File: src/chrt_pkg.sv
// ----------------------------------------------------------------------------
// Change range table package
// Shared constants, the entry record and the cell command for the table.
// ----------------------------------------------------------------------------
`default_nettype none

package chrt_pkg;

    localparam int TABLE_DEPTH = 32;
    localparam int POS_BITS    = 16;
    localparam int ADDR_W      = $clog2(TABLE_DEPTH);
    localparam int IDX_W       = $clog2(TABLE_DEPTH + 1);

    typedef logic [POS_BITS-1:0] pos_t;

    localparam pos_t POS_MAX = '1;

    // Request kinds
    localparam logic [1:0] KIND_SET   = 2'd0;
    localparam logic [1:0] KIND_INS   = 2'd1;
    localparam logic [1:0] KIND_ERASE = 2'd2;
    localparam logic [1:0] KIND_QUERY = 2'd3;

    // Change types
    localparam logic [1:0] TYPE_NONE = 2'd0;
    localparam logic [1:0] TYPE_DEL  = 2'd1;
    localparam logic [1:0] TYPE_BAD  = 2'd3;

    // Cell operations
    localparam logic [2:0] OP_NONE = 3'd0;
    localparam logic [2:0] OP_INS  = 3'd1;
    localparam logic [2:0] OP_DEL  = 3'd2;
    localparam logic [2:0] OP_WR   = 3'd3;
    localparam logic [2:0] OP_SHUP = 3'd4;
    localparam logic [2:0] OP_SHDN = 3'd5;

    typedef struct packed {
        pos_t        rng_start;
        pos_t        rng_end;
        logic [1:0]  ctype;
        logic [9:0]  author;
        logic [31:0] stamp;
    } entry_t;

    typedef struct packed {
        logic [2:0]        op;
        logic [ADDR_W-1:0] addr;
        pos_t              pos;
        entry_t            rec;
    } cell_cmd_t;

endpackage

`default_nettype wire

File: src/chrt_cell.sv
// ----------------------------------------------------------------------------
// Change range table cell
// Holds one range entry; shifts to or from its neighbors on command.
// ----------------------------------------------------------------------------
`default_nettype none

module chrt_cell (
    input  wire                         clk,
    input  wire  [chrt_pkg::ADDR_W-1:0] cell_idx,
    input  chrt_pkg::cell_cmd_t         cmd,
    input  chrt_pkg::entry_t            left_ent,
    input  chrt_pkg::entry_t            right_ent,
    output chrt_pkg::entry_t            ent,
    output logic                        sat
);
    import chrt_pkg::*;

    entry_t ent_reg;
    entry_t ent_next;

    always_comb
    begin
        ent_next = ent_reg;
        case (cmd.op)
            OP_INS:
            begin
                if (cell_idx > cmd.addr)
                begin
                    ent_next = left_ent;
                end
                else if (cell_idx == cmd.addr)
                begin
                    ent_next = cmd.rec;
                end
            end
            OP_DEL:
            begin
                if (cell_idx >= cmd.addr)
                begin
                    ent_next = right_ent;
                end
            end
            OP_WR:
            begin
                if (cell_idx == cmd.addr)
                begin
                    ent_next = cmd.rec;
                end
            end
            OP_SHUP:
            begin
                if (ent_reg.rng_start >= cmd.pos && ent_reg.rng_start != POS_MAX)
                begin
                    ent_next.rng_start = ent_reg.rng_start + 1'b1;
                end
                if (ent_reg.rng_end > cmd.pos && ent_reg.rng_end != POS_MAX)
                begin
                    ent_next.rng_end = ent_reg.rng_end + 1'b1;
                end
            end
            OP_SHDN:
            begin
                if (ent_reg.rng_start > cmd.pos)
                begin
                    ent_next.rng_start = ent_reg.rng_start - 1'b1;
                end
                if (ent_reg.rng_end > cmd.pos)
                begin
                    ent_next.rng_end = ent_reg.rng_end - 1'b1;
                end
            end
            default:
            begin
                ent_next = ent_reg;
            end
        endcase
    end

    // A position already at the top cannot move up any further.
    assign sat = (cmd.op == OP_SHUP) &&
                 ((ent_reg.rng_start >= cmd.pos && ent_reg.rng_start == POS_MAX) ||
                  (ent_reg.rng_end > cmd.pos && ent_reg.rng_end == POS_MAX));

    always_ff @(posedge clk)
    begin
        ent_reg <= ent_next;
    end

    assign ent = ent_reg;

endmodule

`default_nettype wire

File: config.mk
export PLATFORM = sky130hd
export DESIGN_NAME = chrt_cell
export DESIGN_NICKNAME = d
export VERILOG_FILES = /design/src/chrt_pkg.sv /design/src/chrt_cell.sv
export SDC_FILE = /design/constraint.sdc
export NUM_CORES = 1
export LEC_CHECK = 0
export CELL_PAD_IN_SITES_DETAIL_PLACEMENT = 0
export CELL_PAD_IN_SITES_GLOBAL_PLACEMENT = 1
export CORE_MARGIN = 2
export CORE_UTILIZATION = 40
export CTS_CLUSTER_DIAMETER = 60
export DETAILED_ROUTE_END_ITERATION = 12
export DONT_BUFFER_PORTS = 1
export PLACE_DENSITY = 0.71
export SLEW_MARGIN = 30
export SYNTH_ARGS = -nofsm -noshare
export SYNTH_HDL_FRONTEND = slang
export SYNTH_SLANG_ARGS = --single-unit
File: constraint.sdc
create_clock -name clk -period 5.45 [get_ports clk]
set_input_delay 0.2725 -clock clk [delete_from_list [all_inputs] [get_ports clk]]
set_output_delay 0.2725 -clock clk [all_outputs]
set_load 0.05 [all_outputs]
==> results of run 1 <==
-- kinds of logic (layout without fill, tap and decap cells) --
family	Yosys count	count (layout)	synth area share
xor+xnor	32	32	0.0348
compound gates	330	330	0.247
flops	76	76	0.283
mux	82	82	0.103
simple gates	349	349	0.200
fa+ha+maj	44	44	0.0683
buf+inv	120	60	0.0638
other cells	0	2	0
-- synth_stat cells, drive strengths merged (14+ instances only) --
library cell    n  area (um^2)
a21oi          53          265
o21a           14          105
edfxtp         76         2280
buf            14         66.3
nor3           19         95.1
xnor2          25          219
o21ai         171          856
ha             44          551
inv            31          116
nand2         211          792
nand3          20          100
nor2           24         90.1
mux2i          74          741
clkbuf         75          332
-- per-layer routing --
metal,global-route usage,vias to the layer above
met2,0.422,390
met5,0,-
met4,0.0843,0
li1,-,3685
met3,0.0661,54
met1,0.333,3579
-- worst reg2reg max path: cells and delay by family (launching register included) --
family	cells	cell delay, ps
buffers and inverters	1	230
AOI/OAI and AO/OA	3	1040
adders and majority gates	1	410
DFF	1	930
and+or+nand+nor	2	390
-- per-stage QoR --
stage / instance area (um^2) / setup WS [ps] / cells
2_1_floorplan: 8060 / 1280 / 1033
3_3_place_gp: 8160 / 1990 / 1223
3_5_place_dp: 8160 / 2000 / 1223
4_1_cts: 8460 / 1700 / 1238
5_1_grt: 8460 / 1470 / 1238
6_report: 8460 / 1670 / 1240
-- final cells by class --
type / instances / area share
multi-input combinational: 837 / 0.629
sequential: 76 / 0.270
tap: 265 / 0.0392
clock buffer: 9 / 0.0266
inverter: 31 / 0.0137
timing repair buffer: 14 / 0.0129
clock inverter: 6 / 0.00843
antenna: 2 / 0.000591
-- power groups by stage --
stage                     Sequential, mW  Combinational, mW  Clock [mW]
after CTS                           1.17              0.718       0.649
after global placement              1.19              0.707           0
after detailed placement            1.18              0.717           0
after floorplan                     1.08              0.616           0
final                               1.18              0.721       0.635
after global routing                1.19              0.813       0.673
-- worst paths after layout --
check,start,to,slack [ps]
setup / recovery,ent[44],sat,1670
hold / removal,left_ent[71],ent[71],180
setup reg to reg,ent[67],ent[60],2190
hold reg to reg,ent[31],ent[31],1180
-- cells in the final DEF (no fill, tap or decap), types with 3 or more instances in the layout --
cell type | Yosys | routed
nand2_1 | 211 | 211
o21ai_0 | 170 | 170
edfxtp_1 | 76 | 76
mux2i_1 | 74 | 74
a21oi_1 | 53 | 52
ha_1 | 44 | 42
inv_1 | 31 | 31
xnor2_1 | 25 | 25
nor2_1 | 24 | 24
nand3_1 | 20 | 18
nor3_1 | 19 | 17
o21a_1 | 14 | 14
nor4_1 | 13 | 13
o211ai_1 | 13 | 13
buf_4 | 1 | 13
a211oi_1 | 13 | 12
nand4_1 | 11 | 11
and3_1 | 11 | 10
clkbuf_16 | 0 | 9
mux2_2 | 8 | 8
a32oi_1 | 7 | 7
xor2_1 | 7 | 7
a31oi_1 | 7 | 7
a221o_1 | 7 | 7
nand2b_1 | 5 | 5
and4_1 | 5 | 5
o31ai_1 | 5 | 5
or2_2 | 4 | 4
or3_1 | 4 | 4
a22oi_1 | 4 | 4
nor2b_1 | 4 | 4
a221oi_1 | 4 | 4
a211o_1 | 3 | 3
nand4b_1 | 3 | 3
o22ai_1 | 3 | 3
a2bb2oi_1 | 3 | 3
or4_1 | 3 | 3
a222oi_1 | 3 | 3
==> flow_summary.yaml, run 1 <==
status:
  status: "completed"
synthesis:
  synth_flop_cell: "edfxtp_1"
  synth_edf_count: 76
  syn_nets: 1335
  ys_ff_latch: 76
  syn_inst: 1033
  avgSynthCellArea_um2: 7.80
  yosysUniqueCellTypes: 71
  synthArstFlopShare: 0
  syn_area_mm2: 0.00806
  yosysSeqAreaShare: 0.283
  yosysWarnings: 0
power_and_ir_drop:
  total_power_mw: 2.53
  power_frac_comb: 0.285
  vdd_drop_max_v: 0.000141
  power_density_mw_per_mm2: 299
  seqPwrFrac: 0.465
  netSwitchingPower_mw: 1.12
  swShare: 0.442
  internal_power_mw: 1.41
  leakagePower_nw: 3.29
  power_frac_clock: 0.251
clock_network:
  cts_setup_buffers: 0
  path_clk_slew_ps: 70
  cts_hold_repair.buffers: 0
  clock_sinks: 76
  cts_inserted_buffers: 9
  clk_path_buf_depth: 2
  cts_root_buffer: "clkbuf_16"
  cts_resized: 0
  ctsHtreeMaxLevel: 3
  cts_tree: "done"
  clock_latency_ps: 350
finish:
  largest_register_ffs: 76
  final_util: 0.432
  syn_to_final_growth_pct: 5.03
  multiInputGateArea_mm2: 0.00532
  seq_area_mm2: 0.00228
  fillers: 2063
  fin_nets: 1271
  drive_gt1_frac: 0.0606
timing:
  setup-tns-final_ps: 0
  tightest_slew_ps: 1010
  hold_violations: 0
  clock.fmax_mhz: 265
  report.final.slew_viol_count: 0
  whs_ps: 179
  max_slew_margin: 0.324
  skew_ps: 5.79
  rsz0062_at_grt: "no"
  min_period_ps: 3780
  setup_viol: 0
  layout_worst_path_cycle_share: 0.693
placement:
  io_buffers: 0
  place.gp.congestion: 0.871
  hpwl_um: 20700
floorplanning:
  die_x_um: 146
  core_mm2: 0.0196
  dieArea_mm2: 0.0213
  placementRows: 51
  die_height_um: 146
  start_util: 0.411
  io_pins: 335
worst_setup_path:
  critPathSlowestCell: "edfxtp_1"
  crit_buf_inv: 1
  crit_required_ps: 5180
  crit_family: "compound AO/OA/AOI/OAI gates"
  cp_max_fo: 8
  start_kind: "flip-flop"
  rr_worst_depth: 7
  critPathMaxStageDelay_ps: 870
  arrival_ps: 3500
  cp-end-kind: "output pin"
  cp_num_cells: 8
  path_cells: "inv_1, ha_1, nor2b_1, o31ai_1, a2111o_1, a21oi_1, nand4_1, a211oi_2"
  path_class: "reg2out"
routing:
  avgViaCountPerCell: 6.22
  num_vias: 7708
  first_pass_iters: 5
  wire_per_inst_um: 23.3
  antenna_left: 0
  drt-total-wl_um: 28800
  wl_met1_um: 12000
  highest_layer: "met4"
  wl_met2_um: 13600
  met3_length_um: 2340
  drc: 0
  drtIter0Drc: 804
grt:
  gr-total-overflow: 0
  grt_usage: 0.258
  antenna_found_initial: 2
  grt_pass1_wl_um: 43300
  grt_max_degree: 116
  grt_pass1_vias: 7192
flow_run:
  cap_viol_max_count: 0
min_path:
  min_path_cells: 2
  min_path_type: "in2reg"
Note: power is estimated with default switching activity, not from simulation.
==> run 2: changes to the inputs <==
--- a/config.mk
+++ b/config.mk
@@ -12,7 +12,7 @@
 export CTS_CLUSTER_DIAMETER = 60
 export DETAILED_ROUTE_END_ITERATION = 12
 export DONT_BUFFER_PORTS = 1
-export PLACE_DENSITY = 0.71
+export PLACE_DENSITY = 0.74
 export SLEW_MARGIN = 30
 export SYNTH_ARGS = -nofsm -noshare
 export SYNTH_HDL_FRONTEND = slang
==> constraint.sdc (replaced) <==
create_clock -name clk -period 3 [get_ports clk]
set_input_delay 0.15 -clock clk [delete_from_list [all_inputs] [get_ports clk]]
set_output_delay 0.15 -clock clk [all_outputs]
set_load 0.05 [all_outputs]
==> flow_summary.yaml, run 2 (synthesis gave the netlist of run 1 again) <==
status:
  status: "completed"
power_and_ir_drop:
  swShare: 0.423
  power_frac_comb: 0.409
  power_density_mw_per_mm2: 541
  total_power_mw: 4.83
  vdd_drop_max_v: 0.000211
  seqPwrFrac: 0.347
  netSwitchingPower_mw: 2.05
  power_frac_clock: 0.245
  leakagePower_nw: 3.55
  internal_power_mw: 2.79
timing:
  clock.fmax_mhz: 337
  skew_ps: 7.75
  setup_viol: 0
  min_period_ps: 2960
  rsz0062_at_grt: "yes"
  tightest_slew_ps: 766
  whs_ps: 96.3
  layout_worst_path_cycle_share: 0.988
  fin_ws_ps: 36.8
  max_slew_margin: 0.489
  report.final.slew_viol_count: 0
  hold_violations: 0
min_path:
  min_path_type: "in2reg"
routing:
  wire_per_inst_um: 23.1
  drtIter0Drc: 699
  antenna_left: 0
  first_pass_iters: 7
  avgViaCountPerCell: 6.20
  drt-total-wl_um: 29700
  drc: 0
  num_vias: 7952
worst_setup_path:
  path_class: "reg2out"
  r2r_slack_ps: 300
  arrival_ps: 2810
  cp_max_fo: 3
  start_kind: "flip-flop"
  crit_required_ps: 2850
  cp-end-kind: "output pin"
grt:
  grt_pass1_wl_um: 44100
  gr-total-overflow: 0
  met3_usage: 0.0687
  grt_max_degree: 89
  antenna_found_initial: 1
  busiest_layer: "met2"
  use_met2: 0.439
  grt_use_met1: 0.334
  grt_pass1_vias: 7417
  grt_usage: 0.265
clock_network:
  cts_hold_repair.buffers: 0
  ctsHtreeMaxLevel: 3
  clock_sinks: 76
  cts_root_buffer: "clkbuf_16"
  path_clk_slew_ps: 60
  cts_tree: "done"
  cts_inserted_buffers: 9
  cts_setup_buffers: 0
  clk_path_buf_depth: 2
  clock_latency_ps: 340
floorplanning:
  die_x_um: 146
  core_mm2: 0.0196
  io_pins: 335
  die_height_um: 146
  placementRows: 51
  dieArea_mm2: 0.0213
  start_util: 0.411
placement:
  dpl_cell_area_mm2: 0.00860
  place.gp.congestion: 0.885
  io_buffers: 0
  dpl_worst_slack_ps: 171
  hpwl_um: 22200
  placed_cells: 1265
finish:
  instances_no_fill: 1282
  final_common_cell: "nand2_1"
  drive_gt1_frac: 0.103
  mostFrequentLayoutCells: "211 x nand2_1, 170 x o21ai_0, 76 x edfxtp_1"
  largest_register_ffs: 76
  syn_to_final_growth_pct: 10.9
  fin_nets: 1313
  final_area_mm2: 0.00894
flow_run:
  cap_viol_max_count: 0
## run 2: path summary, 6_finish.rpt
kind,end,start,cells past startpoint
worst max-delay path,sat,ent[56],8
worst min-delay path,ent[44],right_ent[44],2
worst max register to register,ent[71],ent[74],8
worst min register to register,ent[60],ent[60],3
## run 2: power groups by stage
stage / clock (mW) / sequential (mW) / combinational (mW)
floorplan: 0 / 1.96 / 1.12
global placement: 0 / 1.69 / 1.91
detailed placement: 0 / 1.69 / 1.94
CTS: 1.22 / 1.68 / 1.94
global route: 1.25 / 1.69 / 2.14
finish: 1.18 / 1.68 / 1.98
## run 2: area by class of cell
cell class / instances / area [um^2]
timing repair buffer: 56 / 544
clock inverter: 6 / 90.1
multi-input combinational: 837 / 5340
sequential: 76 / 2280
fill: 2013 / 10700
inverter: 31 / 116
clock buffer: 9 / 225
antenna: 2 / 5.00
tap: 265 / 332
## run 2: repair_timing
item,4_1_cts,5_1_grt
resized for setup,2,3
pin swaps,2,4
endpoints found under the setup margin,1,10
gates cloned,0,0
## run 2: worst max-delay path: stages (launching register included)
cell and delay (ps):
edfxtp_1 630, ha_1 390, and4_4 240, nand3_2 90, a2111o_1 300, a21oi_2 160
nand4_1 130, a211oi_2 330, buf_6 200
## run 2: routing by layer
layer  vias to the layer above  routed length [um]
li1                       3766                   -
met1                      3717               12100
met2                       424               14000
met3                        45                2730
met4                         0                 845
met5                         -                   0
## run 2: per-stage QoR
step                      utilization  setup TNS (ps)
final                           0.456               0
after global routing            0.456           -56.4
after CTS                       0.455               0
after detailed placement        0.439               0
after global placement          0.437               0
after floorplan                     -               0
==> run 3: changes to the inputs <==
--- a/config.mk
+++ b/config.mk
@@ -8,11 +8,12 @@
 export CELL_PAD_IN_SITES_DETAIL_PLACEMENT = 0
 export CELL_PAD_IN_SITES_GLOBAL_PLACEMENT = 1
 export CORE_MARGIN = 2
-export CORE_UTILIZATION = 40
+export CORE_UTILIZATION = 42
 export CTS_CLUSTER_DIAMETER = 60
 export DETAILED_ROUTE_END_ITERATION = 12
 export DONT_BUFFER_PORTS = 1
-export PLACE_DENSITY = 0.74
+export GPL_TIMING_DRIVEN = 0
+export PLACE_DENSITY = 0.78
 export SLEW_MARGIN = 30
 export SYNTH_ARGS = -nofsm -noshare
 export SYNTH_HDL_FRONTEND = slang
==> flow_summary.yaml, run 3 (synthesis gave the netlist of run 1 again) <==
finish:
  final_util: 0.477
  largest_register_ffs: 76
  final_common_cell: "nand2_1"
  syn_to_final_growth_pct: 11.1
  instances_no_fill: 1298
  drive_gt1_frac: 0.0745
  mostFrequentLayoutCells: "211 x nand2_1, 169 x o21ai_0, 76 x edfxtp_1"
  fin_nets: 1358
power_and_ir_drop:
  power_density_mw_per_mm2: 548
  leakagePower_nw: 3.49
  vdd_drop_max_v: 0.000356
floorplanning:
  placementRows: 50
  die_height_um: 143
  io_pins: 335
  core_mm2: 0.0188
  die_x_um: 143
  start_util: 0.429
  dieArea_mm2: 0.0203
clock_network:
  clock_latency_ps: 350
  cts_inserted_buffers: 9
  cts_tree: "done"
  clock_sinks: 76
  clk_path_buf_depth: 2
  cts_root_buffer: "clkbuf_16"
  ctsHtreeMaxLevel: 3
  path_clk_slew_ps: 70
timing:
  max_slew_margin: 0.357
  hold_violations: 0
  tightest_slew_ps: 965
  setup_viol: 2
  whs_ps: 74.3
  min_period_ps: 3300
  clock.fmax_mhz: 303
  rsz0062_at_grt: "yes"
  skew_ps: 6.85
  fin_ws_ps: -300
  report.final.slew_viol_count: 0
  layout_worst_path_cycle_share: 1.10
grt:
  grt_pass1_vias: 8156
  grt_usage: 0.324
  antenna_found_initial: 6
  grt_max_degree: 19
  gr-total-overflow: 0
  grt_pass1_wl_um: 49200
worst_setup_path:
  arrival_ps: 3150
  path_class: "reg2out"
  path_cells: "inv_2, ha_2, nor2b_1, o31ai_1, a2111o_1, a21oi_2, nand4_1, a211oi_4"
  cp_max_fo: 8
  crit_family: "compound AO/OA/AOI/OAI gates"
  start_kind: "flip-flop"
  crit_buf_inv: 1
  critPathSlowestCell: "edfxtp_1"
  critPathMaxStageDelay_ps: 870
  crit_required_ps: 2850
  r2r_slack_ps: -180
  cp-end-kind: "output pin"
placement:
  hpwl_um: 25900
  io_buffers: 0
  place.gp.congestion: 0.945
  placed_cells: 1270
routing:
  avgViaCountPerCell: 6.51
  drtIter0Drc: 705
  num_vias: 8454
  wire_per_inst_um: 26.3
  first_pass_iters: 6
  drc: 0
  antenna_left: 0
  drt-total-wl_um: 34100
status:
  status: "complete, but fails checks"
  violations: "setup timing"
min_path:
  min_path_type: "in2reg"
flow_run:
  cap_viol_max_count: 0
run 3: layout make-up:
cell class	count	area, um^2
Sequential cell	76	2280
Timing Repair Buffer	14	154
Inverter	31	116
Tap cell	234	293
Clock inverter	7	98.8
Multi-Input combinational cell	837	5360
Antenna cell	3	7.51
Fill cell	1943	9810
Clock buffer	9	225
Buffer	87	415
run 3: metrics by stage:
stage               setup TNS, ps  power, mW  setup WS [ps]  cell area (um^2)
finish                       -483       4.91           -300              8950
global route                -1990       5.14           -425              8950
CTS                          -432       4.86           -269              8910
detailed placement         -30750       3.56           -457              8460
global placement           -60940       3.52           -838              8380
floorplan                       0       3.09           28.5              8090
run 3: path summary, 6_finish.rpt:
check,end,cells past startpoint,startpoint
worst max-delay path,sat,8,ent[44]
worst min-delay path,ent[70],2,left_ent[70]
worst max register to register,ent[58],8,ent[45]
worst min register to register,ent[32],4,ent[32]
run 3: metal layers:
layer  global-route usage  share of wire  vias up
met5                    0         0.0011        -
met4                0.132          0.037        6
met3               0.0814          0.093       85
met2                0.553           0.48      485
met1                0.390           0.38     4008
li1                     -              -     3870
run 3: timing repair:
action | CTS | global route
hold endpoints to repair | 0 | 0
pin swaps | 5 | 0
endpoints found under the setup margin | 48 | 75
hold buffers | 0 | 0
resized for setup | 18 | 10
buffers inserted | 10 | 1
run 3: where the power goes:
part	switching, mW	total [mW]	internal (mW)
Combinational	0.979	1.61	0.634
Clock	0.520	1.26	0.737
Sequential	0.659	2.04	1.38
